$ cat src/hdl/pixel_point_operation_unit_macros.svh
// assertion macros for the pixel point operation unit
`ifndef PIXEL_POINT_OPERATION_UNIT_MACROS_SVH
`define PIXEL_POINT_OPERATION_UNIT_MACROS_SVH

// same-cycle implication
`define PPOU_ASSERT_IMPL(label, ante, cons) \
    label: assert property (@(posedge clk) disable iff (!rst_n) (ante) |-> (cons)) \
        else $error("ppou assertion failed");

// next-cycle implication
`define PPOU_ASSERT_NEXT(label, ante, cons) \
    label: assert property (@(posedge clk) disable iff (!rst_n) (ante) |=> (cons)) \
        else $error("ppou assertion failed");

`endif

$ cat src/hdl/ppou_pkg.sv
package ppou_pkg;

    typedef enum logic [2:0] {
        MODE_NEGATIVE   = 3'd0,
        MODE_BRIGHTNESS = 3'd1,
        MODE_CONTRAST   = 3'd2,
        MODE_GAIN_RED   = 3'd3,
        MODE_GAIN_GREEN = 3'd4,
        MODE_GAIN_BLUE  = 3'd5,
        MODE_GRAY       = 3'd6,
        MODE_THRESHOLD  = 3'd7
    } mode_t;

    typedef enum logic [2:0] {
        REG_MODE      = 3'd0,
        REG_MAX_COLOR = 3'd1,
        REG_LEVEL     = 3'd2,
        REG_GAIN      = 3'd3,
        REG_COL_FIRST = 3'd4,
        REG_COL_LAST  = 3'd5,
        REG_ROW_FIRST = 3'd6,
        REG_ROW_LAST  = 3'd7
    } reg_index_t;

    localparam int CfgDataWidth = 16;
    localparam int MaxDim       = 4096;

    localparam logic [15:0] GrayWeightRed   = 16'd19595;
    localparam logic [15:0] GrayWeightGreen = 16'd38470;
    localparam logic [15:0] GrayWeightBlue  = 16'd7471;

    // floor(sum / 3) == (sum * 683) >> 11 for sum up to 765
    localparam logic [9:0] ThirdRecip = 10'd683;
    localparam int         ThirdShift = 11;

    typedef struct packed {
        mode_t              mode;
        logic [7:0]         max_color;
        logic signed [8:0]  level;
        logic signed [15:0] gain;
        logic [11:0]        col_first;
        logic [11:0]        col_last;
        logic [11:0]        row_first;
        logic [11:0]        row_last;
    } cfg_t;

    localparam cfg_t CfgReset = '{
        mode:      MODE_NEGATIVE,
        max_color: 8'd255,
        level:     9'sd0,
        gain:      16'sd256,
        col_first: 12'd0,
        col_last:  12'd4095,
        row_first: 12'd0,
        row_last:  12'd4095
    };

    typedef struct packed {
        logic [7:0]  red_in;
        logic [7:0]  green_in;
        logic [7:0]  blue_in;
        logic [11:0] column;
        logic [11:0] row;
    } pixel_in_t;

    typedef struct packed {
        logic [7:0] red_out;
        logic [7:0] green_out;
        logic [7:0] blue_out;
    } pixel_out_t;

    function automatic logic [7:0] sat_color(input logic signed [17:0] v,
                                             input logic [7:0] top);
        logic [7:0] r;
        if (v < 18'sd0)
        begin
            r = 8'd0;
        end
        else if (v > signed'({10'd0, top}))
        begin
            r = top;
        end
        else
        begin
            r = v[7:0];
        end
        return r;
    endfunction

endpackage

$ cat src/hdl/ppou_lane.sv
module ppou_lane
    import ppou_pkg::*;
(
    input  logic [7:0] color,
    input  cfg_t       cfg,
    input  logic       gain_sel,
    output logic [7:0] result
);

    logic signed [9:0]  c_s;
    logic signed [9:0]  m_s;
    logic signed [9:0]  diff;
    logic signed [9:0]  bright;
    logic signed [9:0]  operand;
    logic signed [25:0] prod;
    logic signed [26:0] contrast_sum;
    logic signed [17:0] contrast_q;
    logic signed [17:0] gain_q;

    always_comb
    begin
        c_s     = signed'({2'b00, color});
        m_s     = signed'({2'b00, cfg.max_color});
        diff    = m_s - c_s;
        bright  = c_s + 10'(cfg.level);
        operand = (cfg.mode == MODE_CONTRAST) ? ((c_s <<< 1) - m_s) : c_s;
        prod    = 26'(operand) * 26'(cfg.gain);
        // floor shifts on signed values
        contrast_sum = (27'(m_s) <<< 8) + 27'(prod);
        contrast_q   = 18'(contrast_sum >>> 9);
        gain_q       = 18'(prod >>> 8);
    end

    always_comb
    begin
        unique case (cfg.mode)
            MODE_NEGATIVE:   result = sat_color(18'(diff), cfg.max_color);
            MODE_BRIGHTNESS: result = sat_color(18'(bright), cfg.max_color);
            MODE_CONTRAST:   result = sat_color(contrast_q, cfg.max_color);
            MODE_GAIN_RED,
            MODE_GAIN_GREEN,
            MODE_GAIN_BLUE:  result = gain_sel ? sat_color(gain_q, cfg.max_color) : color;
            MODE_GRAY,
            MODE_THRESHOLD:  result = color;
        endcase
    end

endmodule

$ cat src/hdl/pixel_point_operation_unit.sv
// an accepted input beat passes the input register, then single-pass logic, then the output register
// throughput: one pixel per clock while out_stall does not hold back a full output register
// in_stall rises only when both the input and output registers hold unaccepted beats
// reset (rst_n low, asynchronous) empties both registers and loads register reset values
// cfg_ready is always high
`include "pixel_point_operation_unit_macros.svh"

module pixel_point_operation_unit
    import ppou_pkg::*;
(
    input  logic                    clk,
    input  logic                    rst_n,
    input  logic                    in_valid,
    output logic                    in_stall,
    input  pixel_in_t               in_data,
    output logic                    out_valid,
    input  logic                    out_stall,
    output pixel_out_t              out_data,
    input  logic                    cfg_valid,
    output logic                    cfg_ready,
    input  logic [2:0]              cfg_index,
    input  logic [CfgDataWidth-1:0] cfg_data
);

    cfg_t       cfg_reg;
    cfg_t       cfg_next;
    logic       s1_valid_reg;
    logic       s1_valid_next;
    pixel_in_t  s1_data_reg;
    pixel_in_t  s1_data_next;
    logic       out_valid_reg;
    logic       out_valid_next;
    pixel_out_t out_data_reg;
    pixel_out_t out_data_next;

    logic       s1_en;
    logic       s2_en;
    logic       in_region;
    logic [7:0] lane_red;
    logic [7:0] lane_green;
    logic [7:0] lane_blue;
    logic [23:0] gray_sum;
    logic [7:0] gray_val;
    logic [9:0] chan_sum;
    logic [19:0] third_prod;
    logic [7:0] mean;
    logic [7:0] thr_val;
    pixel_out_t result;

    assign cfg_ready = 1'b1;

    // config registers
    always_comb
    begin
        cfg_next = cfg_reg;
        if (cfg_valid && cfg_ready)
        begin
            unique case (reg_index_t'(cfg_index))
                REG_MODE:      cfg_next.mode      = mode_t'(cfg_data[2:0]);
                REG_MAX_COLOR: cfg_next.max_color = cfg_data[7:0];
                REG_LEVEL:     cfg_next.level     = signed'(cfg_data[8:0]);
                REG_GAIN:      cfg_next.gain      = signed'(cfg_data[15:0]);
                REG_COL_FIRST: cfg_next.col_first = cfg_data[11:0];
                REG_COL_LAST:  cfg_next.col_last  = cfg_data[11:0];
                REG_ROW_FIRST: cfg_next.row_first = cfg_data[11:0];
                REG_ROW_LAST:  cfg_next.row_last  = cfg_data[11:0];
            endcase
        end
    end

    always_ff @(posedge clk or negedge rst_n)
    begin
        if (!rst_n)
        begin
            cfg_reg <= CfgReset;
        end
        else
        begin
            cfg_reg <= cfg_next;
        end
    end

    // pipeline control
    assign s2_en    = !out_valid_reg || !out_stall;
    assign s1_en    = !s1_valid_reg || s2_en;
    assign in_stall = !s1_en;

    always_comb
    begin
        s1_valid_next  = s1_en ? in_valid : s1_valid_reg;
        s1_data_next   = (s1_en && in_valid) ? in_data : s1_data_reg;
        out_valid_next = s2_en ? s1_valid_reg : out_valid_reg;
        out_data_next  = (s2_en && s1_valid_reg) ? result : out_data_reg;
    end

    always_ff @(posedge clk or negedge rst_n)
    begin
        if (!rst_n)
        begin
            s1_valid_reg  <= 1'b0;
            out_valid_reg <= 1'b0;
        end
        else
        begin
            s1_valid_reg  <= s1_valid_next;
            out_valid_reg <= out_valid_next;
        end
    end

    always_ff @(posedge clk)
    begin
        s1_data_reg  <= s1_data_next;
        out_data_reg <= out_data_next;
    end

    assign out_valid = out_valid_reg;
    assign out_data  = out_data_reg;

    // region test
    always_comb
    begin
        in_region = (32'(s1_data_reg.column) < MaxDim) && (32'(s1_data_reg.row) < MaxDim) &&
                    (s1_data_reg.column >= cfg_reg.col_first) &&
                    (s1_data_reg.column <= cfg_reg.col_last) &&
                    (s1_data_reg.row >= cfg_reg.row_first) &&
                    (s1_data_reg.row <= cfg_reg.row_last);
    end

    ppou_lane u_lane_red
    (
        .color    (s1_data_reg.red_in),
        .cfg      (cfg_reg),
        .gain_sel (cfg_reg.mode == MODE_GAIN_RED),
        .result   (lane_red)
    );

    ppou_lane u_lane_green
    (
        .color    (s1_data_reg.green_in),
        .cfg      (cfg_reg),
        .gain_sel (cfg_reg.mode == MODE_GAIN_GREEN),
        .result   (lane_green)
    );

    ppou_lane u_lane_blue
    (
        .color    (s1_data_reg.blue_in),
        .cfg      (cfg_reg),
        .gain_sel (cfg_reg.mode == MODE_GAIN_BLUE),
        .result   (lane_blue)
    );

    // grayscale and threshold
    always_comb
    begin
        gray_sum = 24'(s1_data_reg.red_in) * 24'(GrayWeightRed) +
                   24'(s1_data_reg.green_in) * 24'(GrayWeightGreen) +
                   24'(s1_data_reg.blue_in) * 24'(GrayWeightBlue);
        gray_val = (gray_sum[23:16] > cfg_reg.max_color) ? cfg_reg.max_color : gray_sum[23:16];

        chan_sum   = 10'(s1_data_reg.red_in) + 10'(s1_data_reg.green_in) +
                     10'(s1_data_reg.blue_in);
        third_prod = 20'(chan_sum) * 20'(ThirdRecip);
        mean       = 8'(third_prod >> ThirdShift);
        thr_val    = (signed'({2'b00, mean}) >= 10'(cfg_reg.level)) ? cfg_reg.max_color : 8'd0;
    end

    always_comb
    begin
        if (!in_region)
        begin
            result.red_out   = s1_data_reg.red_in;
            result.green_out = s1_data_reg.green_in;
            result.blue_out  = s1_data_reg.blue_in;
        end
        else
        begin
            unique case (cfg_reg.mode)
                MODE_GRAY:
                begin
                    result.red_out   = gray_val;
                    result.green_out = gray_val;
                    result.blue_out  = gray_val;
                end
                MODE_THRESHOLD:
                begin
                    result.red_out   = thr_val;
                    result.green_out = thr_val;
                    result.blue_out  = thr_val;
                end
                MODE_NEGATIVE,
                MODE_BRIGHTNESS,
                MODE_CONTRAST,
                MODE_GAIN_RED,
                MODE_GAIN_GREEN,
                MODE_GAIN_BLUE:
                begin
                    result.red_out   = lane_red;
                    result.green_out = lane_green;
                    result.blue_out  = lane_blue;
                end
            endcase
        end
    end

    // stall only with both registers full
    `PPOU_ASSERT_IMPL(a_stall_full, in_stall, s1_valid_reg && out_valid_reg)
    // a held beat moves into an empty output register
    `PPOU_ASSERT_NEXT(a_fill, s1_valid_reg && !out_valid_reg, out_valid_reg)
    // output empties when its beat leaves and nothing is behind it
    `PPOU_ASSERT_NEXT(a_drain, out_valid_reg && !out_stall && !s1_valid_reg, !out_valid_reg)

endmodule

$ cat config.mk
export PLATFORM = sky130hd
export DESIGN_NAME = pixel_point_operation_unit
export DESIGN_NICKNAME = d
export VERILOG_FILES = /design/src/hdl/ppou_pkg.sv /design/src/hdl/ppou_lane.sv /design/src/hdl/pixel_point_operation_unit.sv
export VERILOG_INCLUDE_DIRS = /design/src /design/src/hdl
export SDC_FILE = /design/constraint.sdc
export NUM_CORES = 2
export LEC_CHECK = 0
export BUFFER_PORTS_ARGS = -buffer_cell sky130_fd_sc_hd__buf_2
export CAP_MARGIN = 20
export CELL_PAD_IN_SITES_DETAIL_PLACEMENT = 0
export CELL_PAD_IN_SITES_GLOBAL_PLACEMENT = 2
export CORE_MARGIN = 4
export CORE_UTILIZATION = 42
export DETAILED_ROUTE_END_ITERATION = 10
export PLACE_DENSITY = 0.89
export SLEW_MARGIN = 20
export SYNTH_ARGS = -nofsm -noshare
export SYNTH_HDL_FRONTEND = slang
export SYNTH_SLANG_ARGS = --single-unit
$ cat constraint.sdc
create_clock -name clk -period 13.8 [get_ports clk]
set_clock_uncertainty 0.15 [all_clocks]
set_input_delay 1.38 -clock clk [delete_from_list [all_inputs] [get_ports clk]]
set_output_delay 1.38 -clock clk [all_outputs]
set_load 0.01 [all_outputs]
==> reports/metrics.csv <==
metric;value;unit
grt_max_degree;54;
syn_nets;5992;
reg2reg_slack;1340;ps
slew_violations;0;
post_cts_resized;0;
async_reset_ff_frac;0.544;
path_buf_inv;5;
synth_area_per_cell;8.90;µm²
slowest_stage;dfstp_2;
end_kind;flop;
post-dp-hpwl;98200;µm
numCtsBuffers;17;
finalCriticalPeriod;12460;ps
max_slew.worst_pin.slew;1080;ps
avgViaCountPerCell;5.46;
run_status;complete, no violations;
syn2layout_area_growth;6.97;%
synth_cell_types;97;
port_buffers;97;
gp_congestion;0.940;
grt_overflow;0;
post_cts_buffers;0;
slew_headroom;0.280;
fillers;9693;
cts_sinks;158;
finalNetCount;6056;
hp-class;reg -> reg;
synth_area;41800;µm²
cts_tree;built;
die_y;323;µm
largest_reg_flops;84;
drc_errors;0;
grt.total_usage;0.244;
num_vias;33100;
fp.coreArea;98600;µm²
grt_pass1_wl;198000;µm
critical_path.top_delay_family;adder cells;
die_area;105000;µm²
ys_warn_count;0;
timing.final.crit_share;0.903;
ios;99;
initial_core_util;0.424;
drt-initial-drc-count;2048;
cts_buffer_depth;2;
htree_levels;4;
clockRootBuffer;clkbuf_16;
hold_buffers;0;
critPathMaxStageDelay;830;ps
critPathMostFrequentCell;fa_1;
crit_fanout;18;
avgRoutedWirePerCell;20.5;µm
synth_edf_count;72;
netlist_instances;4695;
drt_wl_total;124000;µm
setup_tns;0;ps
yosysSeqAreaShare;0.104;
ys_ff_latch;158;
finalSetupViolations;0;
rsz0062_at_grt;no;
cp-start-kind;flop;
fmax;80.3;MHz
clk_pin_slew_worst_paths;100;ps
antenna_left;0;
drive_above_1_share;0.0777;
fp.dieW;323;µm
arrival;12560;ps
clk_latency;490;ps
placementRows;115;
worstSetupPathType;reg -> reg;
dr.pass1.iters;5;
cap_violations;0;
worstPathRequired;13910;ps
synth_ff_type;edfxtp_1;
grt_pass1_vias;34500;
hold_viol;0;
antenna_found_initial;4;
==> stage by stage <==
| stage | cell area, µm² | std cells | utilization | hold WS (ps) | setup WS, ps |
|---|---|---|---|---|---|
| 3_3_place_gp | 44100 | 6026 | 0.447 | 314 | 1910 |
| 5_1_grt | 44700 | 6059 | 0.453 | 364 | 459 |
| 4_1_cts | 44700 | 6058 | 0.453 | 358 | 1440 |
| 3_5_place_dp | 44100 | 6026 | 0.447 | 335 | 1590 |
| 6_report | 44700 | 6065 | 0.454 | 348 | 1340 |
| 2_1_floorplan | 41800 | 4695 | - | 293 | 2700 |
==> layout make-up <==
type,count,area [µm²],share of cell area
multi-input combinational,3468,33500,0.749
sequential,158,4360,0.0975
clock buffer,20,479,0.0107
antenna,6,15.0,0.000336
clock inverter,12,135,0.00302
timing repair buffer,186,1160,0.0259
tap,1287,1610,0.0360
inverter,928,3480,0.0779
==> metal layers <==
layer / vias up / track usage / share of wire
met2: 942 / 0.408 / 0.47
met3: 135 / 0.0428 / 0.064
li1: 15600 / - / -
met5: - / 0 / 0
met1: 16500 / 0.329 / 0.44
met4: 0 / 0.0627 / 0.026
==> logic make-up after synthesis <==
family          synth area share
flops                      0.104
other cells            0.0000897
mux                       0.0268
buf+inv                   0.0966
xor+xnor                  0.0374
fa+ha+maj                  0.470
compound gates             0.129
simple gates               0.136
==> layout by cell type (no fill, tap or decap), drive strengths merged, types with 53 or more instances in the layout <==
cell / count
o21ai: 171
inv: 935
nor2b: 82
a21oi: 182
nor3: 53
o21a: 65
nand2: 402
nor2: 194
dfrtp: 53
ha: 651
a21o: 93
edfxtp: 72
mux2: 61
buf: 186
fa: 574
xnor2: 137
and2: 150
==> worst register-to-register path, delay by kind of cell (launching register included) <==
kind	cells	cell delay [ps]
simple gates	13	3440
flops	1	830
fa+ha+maj	9	3930
xor+xnor	2	410
buf+inv	5	570
compound gates	14	2870
==> synth_stat cells, types with 11 or more instances <==
| cell type | instances | share of area |
|---|---|---|
| a221o_1 | 13 | 0.0031 |
| fa_1 | 574 | 0.27 |
| a21oi_1 | 182 | 0.022 |
| nor4_1 | 11 | 0.0016 |
| mux2_2 | 59 | 0.016 |
| o21a_1 | 65 | 0.012 |
| a211o_1 | 11 | 0.0023 |
| nand2b_1 | 38 | 0.0057 |
| a31oi_1 | 36 | 0.0054 |
| and2_1 | 150 | 0.022 |
| or2_2 | 22 | 0.0033 |
| or3_1 | 24 | 0.0036 |
| a21o_1 | 93 | 0.017 |
| and3_1 | 26 | 0.0039 |
| mux2i_1 | 43 | 0.010 |
| xor2_1 | 39 | 0.0082 |
| nor3_1 | 52 | 0.0062 |
| o22ai_1 | 23 | 0.0034 |
| dfrtp_1 | 53 | 0.032 |
| xnor2_1 | 137 | 0.029 |
| clkbuf_1 | 130 | 0.012 |
| nor2_1 | 194 | 0.017 |
| nor2b_1 | 82 | 0.012 |
| edfxtp_1 | 72 | 0.052 |
| o31ai_1 | 18 | 0.0032 |
| dfstp_2 | 33 | 0.021 |
| nand2_1 | 402 | 0.036 |
| a221oi_1 | 16 | 0.0034 |
| a211oi_1 | 27 | 0.0048 |
| inv_1 | 927 | 0.083 |
| o21ai_0 | 152 | 0.018 |
| nand4_1 | 47 | 0.0070 |
| ha_1 | 651 | 0.19 |
| nand3_1 | 52 | 0.0062 |
| o21bai_1 | 31 | 0.0056 |
| o211ai_1 | 16 | 0.0029 |
| o21ai_1 | 19 | 0.0023 |
==> worst paths after layout <==
path	startpoint	endpoint	cells past startpoint
setup / recovery	cfg_reg[75]$_DFFE_PN1P_	out_data[7]$_DFFE_PP_	43
hold / removal	s1_valid_reg$_DFFE_PN0N_	out_valid$_DFFE_PN0P_	1
setup reg to reg	cfg_reg[75]$_DFFE_PN1P_	out_data[7]$_DFFE_PP_	43
hold reg to reg	s1_valid_reg$_DFFE_PN0N_	out_valid$_DFFE_PN0P_	1
max in group asynchronous	rst_n	cfg_reg[54]$_DFFE_PN0P_	2
min in group asynchronous	rst_n	cfg_reg[39]$_DFFE_PN0P_	1
Power is not shown: default switching activity piles up to over one toggle a cycle in this logic, so the estimate is an artifact.
